File: src/rtl/core/stss_pkg.sv
package stss_pkg;

    localparam int ADC_W           = 10;
    localparam int CFG_W           = 16;
    localparam int MCAND_W         = 20;
    localparam int PROD_W          = 30;
    localparam int AVG_W           = 14;
    localparam int DIGIT_W         = 4;
    localparam int NUM_DIGITS      = 4;
    localparam int BCD_W           = DIGIT_W * NUM_DIGITS;
    localparam int SEG_W           = 8;
    localparam int EN_W            = 4;
    localparam int DIVISOR_W       = 10;
    localparam int IN_TDATA_W      = 16;
    localparam int OUT_TDATA_W     = 32;
    localparam int APB_DATA_W      = 32;
    localparam int APB_ADDR_W      = 3;
    localparam int SAMPLE_MAX      = 9999;
    localparam int AVG_DEPTH_DEFAULT = 8;

    localparam logic [PROD_W-1:0]    ROUND_BIAS    = 30'd511;
    localparam logic [PROD_W-1:0]    SAT_LIMIT     = 30'd10230000;
    localparam logic [DIVISOR_W-1:0] SCALE_DIVISOR = 10'd1023;
    localparam logic [AVG_W-1:0]     SAT_VALUE     = 14'd9999;
    localparam logic [CFG_W-1:0]     VREF_RESET    = 16'd5000;
    localparam logic [CFG_W-1:0]     FRAMES_RESET  = 16'd250;
    localparam logic [SEG_W-1:0]     DP_MASK       = 8'h80;

    typedef enum logic
    {
        KIND_PRIME = 1'b0,
        KIND_SCAN  = 1'b1
    } kind_t;

    typedef enum logic
    {
        REG_VREF_MV       = 1'b0,
        REG_SAMPLE_FRAMES = 1'b1
    } reg_index_t;

    typedef enum logic [1:0]
    {
        POS_UNITS     = 2'd0,
        POS_TENS      = 2'd1,
        POS_HUNDREDS  = 2'd2,
        POS_THOUSANDS = 2'd3
    } scan_pos_t;

    typedef enum logic [3:0]
    {
        ST_IDLE,
        ST_MUL_GO,
        ST_MUL_WAIT,
        ST_DIV_GO,
        ST_DIV_WAIT,
        ST_RING_RD,
        ST_RING_UPD,
        ST_AVG_GO,
        ST_AVG_WAIT,
        ST_BCD_GO,
        ST_BCD_WAIT,
        ST_DONE
    } state_t;

    typedef struct packed
    {
        logic busy;
        logic done;
    } unit_status_t;

    function automatic logic [SEG_W-1:0] seg_pattern(input logic [DIGIT_W-1:0] digit);
        logic [SEG_W-1:0] pattern;
        case (digit)
            4'd0:    pattern = 8'h3F;
            4'd1:    pattern = 8'h06;
            4'd2:    pattern = 8'h5B;
            4'd3:    pattern = 8'h4F;
            4'd4:    pattern = 8'h66;
            4'd5:    pattern = 8'h6D;
            4'd6:    pattern = 8'h7D;
            4'd7:    pattern = 8'h07;
            4'd8:    pattern = 8'h7F;
            4'd9:    pattern = 8'h6F;
            default: pattern = 8'h00;
        endcase
        return pattern;
    endfunction

endpackage

File: src/rtl/core/stss_sermul.sv
// Shift-and-add multiplier, one multiplier bit per cycle.
module stss_sermul
    import stss_pkg::*;
(
    input  logic                 clk,
    input  logic                 rst_n,
    input  logic                 start,
    input  logic [ADC_W-1:0]     multiplier,
    input  logic [MCAND_W-1:0]   multiplicand,
    output logic [PROD_W-1:0]    product,
    output unit_status_t         status
);

    localparam int CNT_W = $clog2(ADC_W);
    localparam logic [CNT_W-1:0] LAST_STEP = CNT_W'(ADC_W - 1);

    logic [PROD_W-1:0] acc_reg;
    logic [PROD_W-1:0] mcand_reg;
    logic [ADC_W-1:0]  mplier_reg;
    logic [CNT_W-1:0]  cnt_reg;
    logic              busy_reg;
    logic              done_reg;

    always_ff @(posedge clk or negedge rst_n)
    begin
        if (!rst_n)
        begin
            busy_reg <= 1'b0;
            done_reg <= 1'b0;
            cnt_reg  <= '0;
        end
        else
        begin
            done_reg <= 1'b0;
            if (start)
            begin
                busy_reg <= 1'b1;
                cnt_reg  <= '0;
            end
            else if (busy_reg)
            begin
                cnt_reg <= cnt_reg + 1'b1;
                if (cnt_reg == LAST_STEP)
                begin
                    busy_reg <= 1'b0;
                    done_reg <= 1'b1;
                end
            end
        end
    end

    always_ff @(posedge clk)
    begin
        if (start)
        begin
            acc_reg    <= '0;
            mcand_reg  <= PROD_W'(multiplicand);
            mplier_reg <= multiplier;
        end
        else if (busy_reg)
        begin
            if (mplier_reg[0])
            begin
                acc_reg <= acc_reg + mcand_reg;
            end
            mcand_reg  <= mcand_reg << 1;
            mplier_reg <= mplier_reg >> 1;
        end
    end

    assign product     = acc_reg;
    assign status.busy = busy_reg;
    assign status.done = done_reg;

endmodule

File: src/rtl/core/stss_serdiv.sv
// Restoring divider producing one quotient bit per cycle. The caller
// guarantees that the dividend bits above the quotient width are below
// the divisor, so the quotient fits in AVG_W bits.
module stss_serdiv
    import stss_pkg::*;
(
    input  logic                 clk,
    input  logic                 rst_n,
    input  logic                 start,
    input  logic [PROD_W-1:0]    dividend,
    input  logic [DIVISOR_W-1:0] divisor,
    output logic [AVG_W-1:0]     quotient,
    output unit_status_t         status
);

    localparam int CNT_W = $clog2(AVG_W);
    localparam logic [CNT_W-1:0] LAST_STEP = CNT_W'(AVG_W - 1);

    logic [DIVISOR_W-1:0] rem_reg;
    logic [DIVISOR_W-1:0] divisor_reg;
    logic [AVG_W-1:0]     work_reg;
    logic [CNT_W-1:0]     cnt_reg;
    logic                 busy_reg;
    logic                 done_reg;

    logic [PROD_W-1:0]    high_part;
    logic [DIVISOR_W:0]   trial;
    logic                 fits;

    assign high_part = dividend >> AVG_W;
    assign trial     = {rem_reg, work_reg[AVG_W-1]};
    assign fits      = (trial >= {1'b0, divisor_reg});

    always_ff @(posedge clk or negedge rst_n)
    begin
        if (!rst_n)
        begin
            busy_reg <= 1'b0;
            done_reg <= 1'b0;
            cnt_reg  <= '0;
        end
        else
        begin
            done_reg <= 1'b0;
            if (start)
            begin
                busy_reg <= 1'b1;
                cnt_reg  <= '0;
            end
            else if (busy_reg)
            begin
                cnt_reg <= cnt_reg + 1'b1;
                if (cnt_reg == LAST_STEP)
                begin
                    busy_reg <= 1'b0;
                    done_reg <= 1'b1;
                end
            end
        end
    end

    always_ff @(posedge clk)
    begin
        if (start)
        begin
            rem_reg     <= high_part[DIVISOR_W-1:0];
            work_reg    <= dividend[AVG_W-1:0];
            divisor_reg <= divisor;
        end
        else if (busy_reg)
        begin
            if (fits)
            begin
                rem_reg <= DIVISOR_W'(trial - {1'b0, divisor_reg});
            end
            else
            begin
                rem_reg <= trial[DIVISOR_W-1:0];
            end
            work_reg <= {work_reg[AVG_W-2:0], fits};
        end
    end

    assign quotient    = work_reg;
    assign status.busy = busy_reg;
    assign status.done = done_reg;

endmodule

File: src/rtl/core/stss_bcd.sv
// Binary to decimal conversion by shift-and-add-3, one input bit per cycle.
module stss_bcd
    import stss_pkg::*;
(
    input  logic                                  clk,
    input  logic                                  rst_n,
    input  logic                                  start,
    input  logic [AVG_W-1:0]                      value,
    output logic [NUM_DIGITS-1:0][DIGIT_W-1:0]    digits,
    output unit_status_t                          status
);

    localparam int CNT_W = $clog2(AVG_W);
    localparam logic [CNT_W-1:0] LAST_STEP = CNT_W'(AVG_W - 1);

    logic [AVG_W-1:0]                   shift_reg;
    logic [NUM_DIGITS-1:0][DIGIT_W-1:0] bcd_reg;
    logic [NUM_DIGITS-1:0][DIGIT_W-1:0] adjusted;
    logic [BCD_W-1:0]                   adjusted_flat;
    logic [CNT_W-1:0]                   cnt_reg;
    logic                               busy_reg;
    logic                               done_reg;

    always_comb
    begin
        for (int i = 0; i < NUM_DIGITS; i++)
        begin
            if (bcd_reg[i] >= 4'd5)
            begin
                adjusted[i] = bcd_reg[i] + 4'd3;
            end
            else
            begin
                adjusted[i] = bcd_reg[i];
            end
        end
    end

    assign adjusted_flat = adjusted;

    always_ff @(posedge clk or negedge rst_n)
    begin
        if (!rst_n)
        begin
            busy_reg <= 1'b0;
            done_reg <= 1'b0;
            cnt_reg  <= '0;
        end
        else
        begin
            done_reg <= 1'b0;
            if (start)
            begin
                busy_reg <= 1'b1;
                cnt_reg  <= '0;
            end
            else if (busy_reg)
            begin
                cnt_reg <= cnt_reg + 1'b1;
                if (cnt_reg == LAST_STEP)
                begin
                    busy_reg <= 1'b0;
                    done_reg <= 1'b1;
                end
            end
        end
    end

    always_ff @(posedge clk)
    begin
        if (start)
        begin
            shift_reg <= value;
            bcd_reg   <= '0;
        end
        else if (busy_reg)
        begin
            bcd_reg   <= {adjusted_flat[BCD_W-2:0], shift_reg[AVG_W-1]};
            shift_reg <= shift_reg << 1;
        end
    end

    assign digits      = bcd_reg;
    assign status.busy = busy_reg;
    assign status.done = done_reg;

endmodule

File: src/rtl/core/smoothed_temperature_seven_segment_scan.sv
// Smoothed temperature reader for a four-digit multiplexed seven-segment display.
// Input stream: s_tdata[9:0] carries the converter reading, s_tuser selects a
// priming sample (0) or one display scan slot (1). Output stream: one result per
// request with segments, one-hot digit enable, a sample flag and the average.
// The APB port holds the reference voltage (0x0) and the frames per sample (0x4).
// Requests are processed one at a time: s_tready is high only while the block is
// idle, and the next request can be taken in the cycle after a result is loaded.
// A scan slot at positions 1 to 3 goes from idle straight to the done state, from
// which the output register is loaded and m_tvalid is raised. A request that takes
// a sample passes through the serial multiplier, the serial divider for the scaling
// (skipped when the result saturates), the ring memory port (read, then update), the
// divider again for the average and the load of the output register. A slot at
// position 0 adds the serial decimal conversion of the latched digits, sampling or not.
// Reset empties the ring at once through per-entry valid flags, so no clearing
// pass is needed, and restores the reset register values.
// A finished result sits in an output register; while the receiver stalls the
// block still accepts and works on the next request, and holds that one until
// the output register is free.
module smoothed_temperature_seven_segment_scan
    import stss_pkg::*;
#(
    parameter int AVG_DEPTH = AVG_DEPTH_DEFAULT
)
(
    input  logic                   clk,
    input  logic                   rst_n,
    // APB configuration port
    input  logic                   psel,
    input  logic                   penable,
    input  logic                   pwrite,
    input  logic [APB_ADDR_W-1:0]  paddr,
    input  logic [APB_DATA_W-1:0]  pwdata,
    output logic [APB_DATA_W-1:0]  prdata,
    output logic                   pready,
    // Input stream
    input  logic                   s_tvalid,
    output logic                   s_tready,
    input  logic [IN_TDATA_W-1:0]  s_tdata,   // adc_sample[9:0], zero padding above
    input  logic                   s_tuser,   // kind
    // Output stream
    output logic                   m_tvalid,
    input  logic                   m_tready,
    output logic [OUT_TDATA_W-1:0] m_tdata    // segments[7:0], digit_enable[11:8],
                                              // sample_taken[12], average_hundredths[26:13]
);

    // The sum must hold AVG_DEPTH saturated samples.
    localparam int SUM_W = $clog2(AVG_DEPTH * SAMPLE_MAX + 1);
    localparam int IDX_W = $clog2(AVG_DEPTH);
    localparam logic [IDX_W-1:0]     LAST_IDX    = IDX_W'(AVG_DEPTH - 1);
    localparam logic [DIVISOR_W-1:0] DEPTH_DIVISOR = DIVISOR_W'(AVG_DEPTH);

    // Configuration registers.
    logic [CFG_W-1:0] vref_reg;
    logic [CFG_W-1:0] frames_reg;

    // Control and architectural state.
    state_t                             state_reg;
    state_t                             state_next;
    scan_pos_t                          pos_reg;
    logic [CFG_W-1:0]                   frame_reg;
    logic [IDX_W-1:0]                   ring_idx_reg;
    logic [SUM_W-1:0]                   sum_reg;
    logic [AVG_W-1:0]                   avg_reg;
    logic [NUM_DIGITS-1:0][DIGIT_W-1:0] latched_reg;
    logic [AVG_DEPTH-1:0]               valid_reg;
    logic                               rd_valid_reg;
    kind_t                              kind_reg;
    logic                               taken_reg;
    logic                               latch_reg;
    logic                               out_valid_reg;

    // Payload registers.
    logic [ADC_W-1:0]       adc_reg;
    logic [PROD_W-1:0]      dividend_reg;
    logic [AVG_W-1:0]       scaled_reg;
    logic [AVG_W-1:0]       rd_data_reg;
    logic [OUT_TDATA_W-1:0] out_data_reg;

    // The ring of recent samples.
    logic [AVG_W-1:0] ring_mem [AVG_DEPTH];

    logic                   cfg_write;
    logic                   accept;
    logic [CFG_W-1:0]       frame_inc;
    logic                   take_hit;
    logic [MCAND_W-1:0]     mcand;
    logic [PROD_W-1:0]      product;
    logic [PROD_W-1:0]      dividend;
    logic                   saturate;
    logic [PROD_W-1:0]      div_dividend;
    logic [DIVISOR_W-1:0]   div_divisor;
    logic [AVG_W-1:0]       quotient;
    logic [NUM_DIGITS-1:0][DIGIT_W-1:0] bcd_digits;
    logic [AVG_W-1:0]       old_sample;
    logic [SUM_W-1:0]       sum_next;
    logic [SEG_W-1:0]       seg_value;
    logic [EN_W-1:0]        en_value;
    logic [OUT_TDATA_W-1:0] out_data_next;
    unit_status_t           mul_status;
    unit_status_t           div_status;
    unit_status_t           bcd_status;
    logic                   mul_start;
    logic                   div_start;
    logic                   bcd_start;
    logic                   ring_rd;
    logic                   ring_wr;
    logic                   out_load;

    // ------------------------------------------------------------------
    // Configuration port. Registers are decoded on the word address bit.
    // ------------------------------------------------------------------
    assign pready    = 1'b1;
    assign cfg_write = psel && penable && pwrite && pready;

    always_ff @(posedge clk or negedge rst_n)
    begin
        if (!rst_n)
        begin
            vref_reg   <= VREF_RESET;
            frames_reg <= FRAMES_RESET;
        end
        else if (cfg_write)
        begin
            case (reg_index_t'(paddr[2]))
                REG_VREF_MV:       vref_reg   <= pwdata[CFG_W-1:0];
                REG_SAMPLE_FRAMES: frames_reg <= pwdata[CFG_W-1:0];
                default:           ;
            endcase
        end
    end

    always_comb
    begin
        case (reg_index_t'(paddr[2]))
            REG_VREF_MV:       prdata = APB_DATA_W'(vref_reg);
            REG_SAMPLE_FRAMES: prdata = APB_DATA_W'(frames_reg);
            default:           prdata = '0;
        endcase
    end

    // ------------------------------------------------------------------
    // Arithmetic units. The divider is shared between the scaling by the
    // converter full scale and the averaging by the ring depth.
    // ------------------------------------------------------------------
    // The reference times ten is a pair of shifted copies added together.
    assign mcand = MCAND_W'({vref_reg, 3'b000}) + MCAND_W'({vref_reg, 1'b0});

    stss_sermul u_sermul
    (
        .clk          (clk),
        .rst_n        (rst_n),
        .start        (mul_start),
        .multiplier   (adc_reg),
        .multiplicand (mcand),
        .product      (product),
        .status       (mul_status)
    );

    assign dividend = product + ROUND_BIAS;
    // Any rounded product at or above this limit gives a quotient above the cap.
    assign saturate = (dividend >= SAT_LIMIT);

    always_comb
    begin
        if (state_reg == ST_AVG_GO)
        begin
            div_dividend = {{(PROD_W - SUM_W){1'b0}}, sum_reg};
            div_divisor  = DEPTH_DIVISOR;
        end
        else
        begin
            div_dividend = dividend_reg;
            div_divisor  = SCALE_DIVISOR;
        end
    end

    stss_serdiv u_serdiv
    (
        .clk      (clk),
        .rst_n    (rst_n),
        .start    (div_start),
        .dividend (div_dividend),
        .divisor  (div_divisor),
        .quotient (quotient),
        .status   (div_status)
    );

    stss_bcd u_bcd
    (
        .clk    (clk),
        .rst_n  (rst_n),
        .start  (bcd_start),
        .value  (avg_reg),
        .digits (bcd_digits),
        .status (bcd_status)
    );

    // ------------------------------------------------------------------
    // Sequencer.
    // ------------------------------------------------------------------
    assign frame_inc = frame_reg + 1'b1;
    assign take_hit  = (frame_inc >= frames_reg);
    assign accept    = s_tvalid && s_tready;

    always_comb
    begin
        state_next = state_reg;
        case (state_reg)
            ST_IDLE:
            begin
                if (s_tvalid)
                begin
                    if (kind_t'(s_tuser) == KIND_PRIME)
                    begin
                        state_next = ST_MUL_GO;
                    end
                    else if (pos_reg == POS_UNITS)
                    begin
                        state_next = take_hit ? ST_MUL_GO : ST_BCD_GO;
                    end
                    else
                    begin
                        state_next = ST_DONE;
                    end
                end
            end
            ST_MUL_GO:
            begin
                state_next = ST_MUL_WAIT;
            end
            ST_MUL_WAIT:
            begin
                if (mul_status.done)
                begin
                    state_next = saturate ? ST_RING_RD : ST_DIV_GO;
                end
            end
            ST_DIV_GO:
            begin
                state_next = ST_DIV_WAIT;
            end
            ST_DIV_WAIT:
            begin
                if (div_status.done)
                begin
                    state_next = ST_RING_RD;
                end
            end
            ST_RING_RD:
            begin
                state_next = ST_RING_UPD;
            end
            ST_RING_UPD:
            begin
                state_next = ST_AVG_GO;
            end
            ST_AVG_GO:
            begin
                state_next = ST_AVG_WAIT;
            end
            ST_AVG_WAIT:
            begin
                if (div_status.done)
                begin
                    state_next = latch_reg ? ST_BCD_GO : ST_DONE;
                end
            end
            ST_BCD_GO:
            begin
                state_next = ST_BCD_WAIT;
            end
            ST_BCD_WAIT:
            begin
                if (bcd_status.done)
                begin
                    state_next = ST_DONE;
                end
            end
            ST_DONE:
            begin
                if (out_load)
                begin
                    state_next = ST_IDLE;
                end
            end
            default:
            begin
                state_next = ST_IDLE;
            end
        endcase
    end

    always_comb
    begin
        s_tready  = 1'b0;
        mul_start = 1'b0;
        div_start = 1'b0;
        bcd_start = 1'b0;
        ring_rd   = 1'b0;
        ring_wr   = 1'b0;
        out_load  = 1'b0;
        case (state_reg)
            ST_IDLE:     s_tready  = 1'b1;
            ST_MUL_GO:   mul_start = 1'b1;
            ST_DIV_GO:   div_start = 1'b1;
            ST_AVG_GO:   div_start = 1'b1;
            ST_BCD_GO:   bcd_start = 1'b1;
            ST_RING_RD:  ring_rd   = 1'b1;
            ST_RING_UPD: ring_wr   = 1'b1;
            ST_DONE:     out_load  = !out_valid_reg || m_tready;
            default:     ;
        endcase
    end

    // ------------------------------------------------------------------
    // Ring update. An entry that was never written reads as zero.
    // ------------------------------------------------------------------
    assign old_sample = rd_valid_reg ? rd_data_reg : '0;
    assign sum_next   = sum_reg - SUM_W'(old_sample) + SUM_W'(scaled_reg);

    always_ff @(posedge clk)
    begin
        if (ring_wr)
        begin
            ring_mem[ring_idx_reg] <= scaled_reg;
        end
        if (ring_rd)
        begin
            rd_data_reg <= ring_mem[ring_idx_reg];
        end
    end

    // ------------------------------------------------------------------
    // Result formatting. The hundreds digit carries the decimal point and a
    // zero thousands digit is blanked. Priming requests show nothing.
    // ------------------------------------------------------------------
    always_comb
    begin
        seg_value = seg_pattern(latched_reg[pos_reg]);
        if (pos_reg == POS_HUNDREDS)
        begin
            seg_value = seg_value | DP_MASK;
        end
        else if ((pos_reg == POS_THOUSANDS) && (latched_reg[POS_THOUSANDS] == '0))
        begin
            seg_value = '0;
        end
        en_value = EN_W'(1) << pos_reg;
        if (kind_reg == KIND_PRIME)
        begin
            seg_value = '0;
            en_value  = '0;
        end
        out_data_next = {{(OUT_TDATA_W - SEG_W - EN_W - 1 - AVG_W){1'b0}},
                         avg_reg, taken_reg, en_value, seg_value};
    end

    // ------------------------------------------------------------------
    // State registers.
    // ------------------------------------------------------------------
    always_ff @(posedge clk or negedge rst_n)
    begin
        if (!rst_n)
        begin
            state_reg     <= ST_IDLE;
            pos_reg       <= POS_UNITS;
            frame_reg     <= '0;
            ring_idx_reg  <= '0;
            sum_reg       <= '0;
            avg_reg       <= '0;
            latched_reg   <= '0;
            valid_reg     <= '0;
            rd_valid_reg  <= 1'b0;
            kind_reg      <= KIND_PRIME;
            taken_reg     <= 1'b0;
            latch_reg     <= 1'b0;
            out_valid_reg <= 1'b0;
        end
        else
        begin
            state_reg <= state_next;

            if (accept)
            begin
                kind_reg <= kind_t'(s_tuser);
                if (kind_t'(s_tuser) == KIND_PRIME)
                begin
                    taken_reg <= 1'b1;
                    latch_reg <= 1'b0;
                end
                else if (pos_reg == POS_UNITS)
                begin
                    taken_reg <= take_hit;
                    latch_reg <= 1'b1;
                    frame_reg <= take_hit ? '0 : frame_inc;
                end
                else
                begin
                    taken_reg <= 1'b0;
                    latch_reg <= 1'b0;
                end
            end

            if (ring_rd)
            begin
                rd_valid_reg <= valid_reg[ring_idx_reg];
            end

            if (ring_wr)
            begin
                valid_reg[ring_idx_reg] <= 1'b1;
                sum_reg                 <= sum_next;
                ring_idx_reg            <= (ring_idx_reg == LAST_IDX) ? '0
                                                                      : ring_idx_reg + 1'b1;
            end

            if ((state_reg == ST_AVG_WAIT) && div_status.done)
            begin
                avg_reg <= quotient;
            end

            if ((state_reg == ST_BCD_WAIT) && bcd_status.done)
            begin
                latched_reg <= bcd_digits;
            end

            if (out_load && (kind_reg == KIND_SCAN))
            begin
                pos_reg <= scan_pos_t'(2'(pos_reg + 2'd1));
            end

            if (out_load)
            begin
                out_valid_reg <= 1'b1;
            end
            else if (m_tready)
            begin
                out_valid_reg <= 1'b0;
            end
        end
    end

    // Payload registers need no reset.
    always_ff @(posedge clk)
    begin
        if (accept)
        begin
            adc_reg <= s_tdata[ADC_W-1:0];
        end
        if ((state_reg == ST_MUL_WAIT) && mul_status.done)
        begin
            dividend_reg <= dividend;
            if (saturate)
            begin
                scaled_reg <= SAT_VALUE;
            end
        end
        if ((state_reg == ST_DIV_WAIT) && div_status.done)
        begin
            scaled_reg <= quotient;
        end
        if (out_load)
        begin
            out_data_reg <= out_data_next;
        end
    end

    assign m_tvalid = out_valid_reg;
    assign m_tdata  = out_data_reg;

endmodule

File: config.mk
export PLATFORM = sky130hd
export DESIGN_NAME = smoothed_temperature_seven_segment_scan
export DESIGN_NICKNAME = d
export VERILOG_FILES = /design/src/rtl/core/stss_pkg.sv /design/src/rtl/core/stss_sermul.sv /design/src/rtl/core/stss_serdiv.sv /design/src/rtl/core/stss_bcd.sv /design/src/rtl/core/smoothed_temperature_seven_segment_scan.sv
export SDC_FILE = /design/constraint.sdc
export NUM_CORES = 1
export LEC_CHECK = 0
export ABC_AREA = 1
export BUFFER_PORTS_ARGS = -buffer_cell sky130_fd_sc_hd__buf_4
export CAP_MARGIN = 30
export CORE_MARGIN = 3
export CORE_UTILIZATION = 60
export CTS_CLUSTER_SIZE = 24
export DETAILED_ROUTE_END_ITERATION = 6
export HOLD_SLACK_MARGIN = 0.05
export PLACE_DENSITY = 0.78
export SLEW_MARGIN = 5
export SYNTH_ARGS = -nofsm -noshare
export SYNTH_HDL_FRONTEND = slang
export SYNTH_SLANG_ARGS = --single-unit
File: constraint.sdc
create_clock -name clk -period 3.65 [get_ports clk]
set_input_delay 0.1825 -clock clk [delete_from_list [all_inputs] [get_ports clk]]
set_output_delay 0.1825 -clock clk [all_outputs]
set_load 0.005 [all_outputs]
Word-level counts from Yosys, hierarchy flattened
Memories as Yosys holds them, arrays and structs flattened. A register that Yosys moved wholly into a read port is not among the register bits.
Index checks and enable logic that the tools add are counted.
- bits of input ports: 59
- word-level logic and storage cells: 209
- bits in writable memories: 112
- output and inout port bits: 67
- register bits after elaboration: 344
- memories: 2
- bits in read-only memories: 112
- bits in latches: 0
- memory list (name ; depth ; bits a word ; rd ports ; clocked after memory_dff ; wr ports ; line ; RTL):
    (name not given) ; 16 ; 7 ; 1 ; 0 ; 0 ; stss_pkg.sv:73 ; case (digit)
    ring_mem ; 8 ; 14 ; 1 ; 1 ; 1 ; smoothed_temperature_seven_segment_scan.sv:81 ; logic [AVG_W-1:0] ring_mem [AVG_DEPTH];
- equal/unequal tests: 23
- reduce and logical (&&, ||, !) cells: 28
- shifts and indexed selects: 1
- magnitude comparators: 10
- bitwise logic cells: 2
- multiply operators: 0
- $add $sub $neg: 16
- muxes and demuxes: 83
- divide/modulo/power cells: 0
- operators by type and width (operator ; count):
    $mux W14 ; 8
    $mux W4 ; 19
    $pmux W32 S2 ; 1
    $mux W10 ; 6
    $pmux W4 S12 ; 1
    $mux W20 ; 2
    $mux W1 ; 35
    $add A30 B30 Y30 ; 1
    $add A30 B9 Y30 const B ; 1
    $ge A30 B24 Y1 const B ; 1
    $eq A4 B4 Y1 const B ; 7
    $mux W24 ; 1
    $add A19 B17 Y20 ; 1
    $add A17 B14 Y17 ; 1
    $sub A17 B14 Y17 ; 1
    $add A16 B1 Y16 const B ; 1
    $eq A4 B3 Y1 const B ; 4
    $ge A16 B16 Y1 ; 1
    $ge A4 B3 Y1 const B ; 4
    $mux W16 ; 1
    $mux W8 ; 2
    $add A4 B1 Y4 const B ; 3
    $add A4 B2 Y4 const B ; 3
    $reduce_bool A2 Y1 ; 6
    other kinds (31) ; 52

Longest topological paths before layout
- word-level depth: 7
- mapped depth: 22
- gate-level depth less buffers: 22

Modules after synthesis
Synthesis repeated with hierarchy kept, for this count alone.
- cell total of the unflattened synthesis: 2940
- area total of the unflattened synthesis: 25598.3 sq um
- modules (own cells, without submodules) (module ; cells an instance ; times used ; sequential area each (sq um) ; area each (sq um)):
    smoothed_temperature_seven_segment_scan ; 1646 ; 1 ; 9157.5 ; 16144.2
    stss_sermul ; 781 ; 1 ; 1851.8 ; 5153.7
    stss_serdiv ; 287 ; 1 ; 1171.1 ; 2468.6
    stss_bcd ; 226 ; 1 ; 890.9 ; 1831.8

Least setup slack after synthesis
No wires, ideal clock.
- path type: reg2reg
- start: register state_reg[0]
- end: register scaled_reg[0] (enable)
- setup slack: 0.515 ns
- required time: 3.289 ns
- setup time: 0.361 ns
- cell stages (with the launch flop): 6
- buffers on the path: 0
- arrival time: 2.774 ns
- clock period less this slack: 3.135 ns
- cell sequence: dfrtp_1 -> inv_1 -> nand2_1 -> nor3_1 -> nand2_1 -> nand2_1
- cells in the longest elaborated chain, start to end: 4
- elaborated cells on any way between the ends: 7
- those cells by class: eq/ne (2); reduce/logical (5)
- RTL lines (what ; line ; RTL):
    start, declared ; smoothed_temperature_seven_segment_scan.sv:58 ; state_t state_reg;
    start signal, assigned ; smoothed_temperature_seven_segment_scan.sv:382 ; state_reg <= state_next;
    $eq A4 B2 Y1 or $eq A4 B3 Y1 (tied branches) ; smoothed_temperature_seven_segment_scan.sv:451, smoothed_temperature_seven_segment_scan.sv:459 ;
    $logic_and A1 B1 Y1, on equally long branches ; smoothed_temperature_seven_segment_scan.sv:451, smoothed_temperature_seven_segment_scan.sv:459 ;
    $reduce_bool A2 Y1 (no line) ; - ;
    $reduce_and A2 Y1 (no line) * ; - ;
    end signal, assigned ; smoothed_temperature_seven_segment_scan.sv:461 ; scaled_reg <= quotient;
    end, declared ; smoothed_temperature_seven_segment_scan.sv:76 ; logic [AVG_W-1:0] scaled_reg;
Every way passes the cells marked *; elsewhere a longest branch is shown, timed or not.
A chain may end at the register's enable or synchronous reset.

Worst setup path after layout
- start: register frame_reg[0]
- end: register state_reg[3]
- cells in the longest elaborated chain, start to end: 7
- RTL lines (what ; line ; RTL):
    start, declared ; smoothed_temperature_seven_segment_scan.sv:61 ; logic [CFG_W-1:0] frame_reg;
    start signal, assigned ; smoothed_temperature_seven_segment_scan.sv:396 ; frame_reg <= take_hit ? '0 : frame_inc;
    $add A16 B1 Y16 ; smoothed_temperature_seven_segment_scan.sv:202 ; assign frame_inc = frame_reg + 1'b1;
    $ge A16 B16 Y1 ; smoothed_temperature_seven_segment_scan.sv:203 ; assign take_hit = (frame_inc >= frames_reg);
    $mux W4 ; smoothed_temperature_seven_segment_scan.sv:220 ; state_next = take_hit ? ST_MUL_GO : ST_BCD_GO;
    $mux W4 ; smoothed_temperature_seven_segment_scan.sv:218 ; else if (pos_reg == POS_UNITS)
    $mux W4 ; smoothed_temperature_seven_segment_scan.sv:214 ; if (kind_t'(s_tuser) == KIND_PRIME)
    $mux W4 ; smoothed_temperature_seven_segment_scan.sv:212 ; if (s_tvalid)
    $pmux W4 S12 ; smoothed_temperature_seven_segment_scan.sv:209 ; case (state_reg)
Every way passes these cells. The select of a mux whose other input is x is not followed.

==> key figures <==
Clock network
  • Clock Sinks: 458
  • CTS Buf Count: 48
  • Worst-skew pair later-pin latency: 0.59 ns
  • Root Driver: clkbuf_16
  • H-tree level count: 2
  • Clk slew on worst S/H paths: ~0.060 ns
  • TritonCTS clock tree: built
  • Clk buf depth: 3

Logic synthesis
  • Top cells by count, synth: nand2_1, inv_1, edfxtp_1
  • Post-synth EDFFs: 268
  • Mapped Cells: ~2.6k
  • Post-synth top flop: edfxtp_1
  • Mapped cell area: 0.0238 mm2
  • Post-synthesis sequential area ratio: 52.7%
  • Distinct cell type count after synthesis: 57
  • Post-synth ARST share: slightly below 30%
  • Synth area leader: edfxtp_1
  • Most frequent cell after synthesis: nand2_1
  • Yosys Warn Count: 0
  • Yosys reg bits: 458
  • Mean post-synth cell area: 9.01 um2
  • Synth area leaders: edfxtp_1, dfrtp_1, nand2_1, inv_1, ha_1
  • Yosys top cell area share: 33.8%

Final layout
  • Layout cells sized above 1: 8.90%
  • Final core utilization: 69.4%
  • Synth-to-layout area growth: 13.5%
  • Nets: 2957
  • # diodes: 0
  • Design area: 0.0270 mm2
  • Max FFs per register: 112

STA
  • RSZ-0062 raised after global routing: false
  • Final Max Tran Viols: 0
  • Total negative setup slack: 0 ns
  • Final setup fails: 0
  • Min Hold Slack: 0.235 ns
  • Slew headroom: 39.0%
  • Slew @ Worst Pin: 0.913 ns
  • Fmax: 0.306 GHz
  • Clock Skew: 0.0270 ns
  • Final Hold Vio Count: 0
  • Period utilization: between 80 and 90%
  • Min Tclk post-route: 3.27 ns

Routing
  • Met3 WL: 3050 um
  • Top routing layer used: met4
  • Final WL: 56400 um
  • Metal2 WL: 28000 um
  • M1 wire length: 23600 um
  • Routed via count: around 18k
  • DRT antenna net count: 0
  • # DRC: 0
  • DR pass1 iterations: 6
  • WL/cell: 16.9 um
  • Via/cell ratio: between 5 and 6
  • Starting DRT DRC Count: 1583

Pwr
  • Leakage power: roughly 12 nW
  • Overall power: 23.3 mW
  • Worst VDD drop: 534 uV
  • Power per standard cell area: 862 mW/mm2

Worst setup path
  • Most common cell on crit path: nand3_1
  • Critical path class: register to register
  • CP max stage delay: between 0.3 and 0.4 ns
  • Slowest CP cell: dfrtp_1
  • Crit-path max FO: 3
  • Worst endpoint data arrival time: between 3 and 4 ns
  • CP startpoint kind: register
  • Setup crit end kind: register
  • Crit path cell chain: inv_1 -> nor2_2 -> nand3_1 -> nor2_2 -> nand4_1 -> or2_4 -> nor2_4 -> nand3_1 -> xnor2_2 -> ha_1 -> nand2_1 -> inv_1 -> nand3_1 -> nor3_1 -> nand3_1 -> nand3_2 -> clkinv_1 -> o211ai_1 -> nand2_1 -> nand2_1 -> o21ai_0
  • Critical path data required time: 4.11 ns

Die
  • Die Span Y: 205 um
  • # IOs: 126
  • Die Span X: 205 um
  • # rows: 72
  • Die area: between 0.04 and 0.05 mm2
  • Core area: 0.0389 mm2
  • Starting Density: 61.1%

GRT
  • Antenna violations before repair: 0
  • Vias in the first global route: 18.6k
  • Grt total ovfl: 0
  • GRT Total Usage: 27.0%
  • Largest net degree at the start of global routing: 84
  • Global-route wire length before repair: 91500 um

Place
  • Area post-placement: 0.0250 mm2
  • Hpwl dp: 39700 um
  • Port Buffers: 79
  • Placer congestion estimate: 0.950

Worst hold path
  • HP Class: primary input to async pin

Run
  • Max-Cap Viols: 0

Outcome
  • Run status: finished clean
worst paths after layout:
kind | end | start | cells past startpoint | slack (ns)
hold / removal | pos_reg[1]$_DFFE_PN0P_ | rst_n | 2 | 0.23
setup reg to reg | state_reg[3]$_DFFE_PN0P_ | frame_reg[0]$_DFFE_PN0P_ | 21 | 0.38
setup / recovery | state_reg[3]$_DFFE_PN0P_ | frame_reg[0]$_DFFE_PN0P_ | 21 | 0.38
max in group asynchronous | u_sermul.cnt_reg[2]$_DFFE_PN0P_ | rst_n | 3 | 2.60
hold reg to reg | m_tdata[17]$_DFFE_PP_ | avg_reg[4]$_DFFE_PN0P_ | 0 | 0.44
min in group clk | adc_reg[2]$_DFFE_PP_ | s_tdata[2] | 2 | 0.33
cell families after synthesis:
kind of cell | share of synthesized area (%)
and+or+nand+nor | 16.9
AOI/OAI and AO/OA | 12.5
buffers and inverters | 8.26
DFF | 52.7
adders and majority gates | 7.27
xor gates and xnor gates | 2.32
other | 0.0316
worst max-delay path: cells and delay by family, from the launching register on:
kind	cells	cell delay [ns]
AO/OA/AOI/OAI	2	0.27
XOR/XNOR	1	0.17
adder cells (fa/ha/maj)	1	0.31
buffers and inverters	3	0.24
flip-flops	1	0.38
AND/OR/NAND/NOR	14	1.79
placed cells by master (no fill, tap or decap), types with 92 or more instances in the layout:
cell      instances
buf_4           112
nor2_1          167
nand2_1         613
dfrtp_1         123
inv_1           408
a21oi_1         145
nand3_1          92
ha_1            111
edfxtp_1        268
o21ai_0         229
timing repair:
item | 4_1_cts | 5_1_grt
hold buffers | 30 | 0
gates resized for setup | 0 | 1
endpoints found under the setup margin | 0 | 1
buffers inserted | 0 | 0
hold endpoints to repair | 120 | 0
metal layers:
layer	track usage, %	vias up
li1	-	8991
met1	34.9	8767
met2	46.4	574
met3	3.75	125
met4	10.2	0
met5	0	-
power breakdown:
group | total, mW | internal, mW | switching (mW)
sequential | 8.20 | 7.17 | 1.04
combinational | 10.0 | 3.61 | 6.41
clock | 5.06 | 3.02 | 2.04
final cells by class:
class	count	area [um2]
Clock inverter	21	275
Fill cell	2938	11900
Sequential cell	458	12500
Multi-Input combinational cell	1701	9380
Tap cell	518	648
Timing Repair Buffer	145	1200
Clock buffer	69	1390
Inverter	416	1560
stage by stage:
step	instances	worst slack (ns)
global placement	3207	0.446
global route	3328	0.0124
floorplan	2658	0.515
detailed placement	3207	0.362
finish	3328	0.385
CTS	3327	0.308
(Power assumes the default switching activity.)
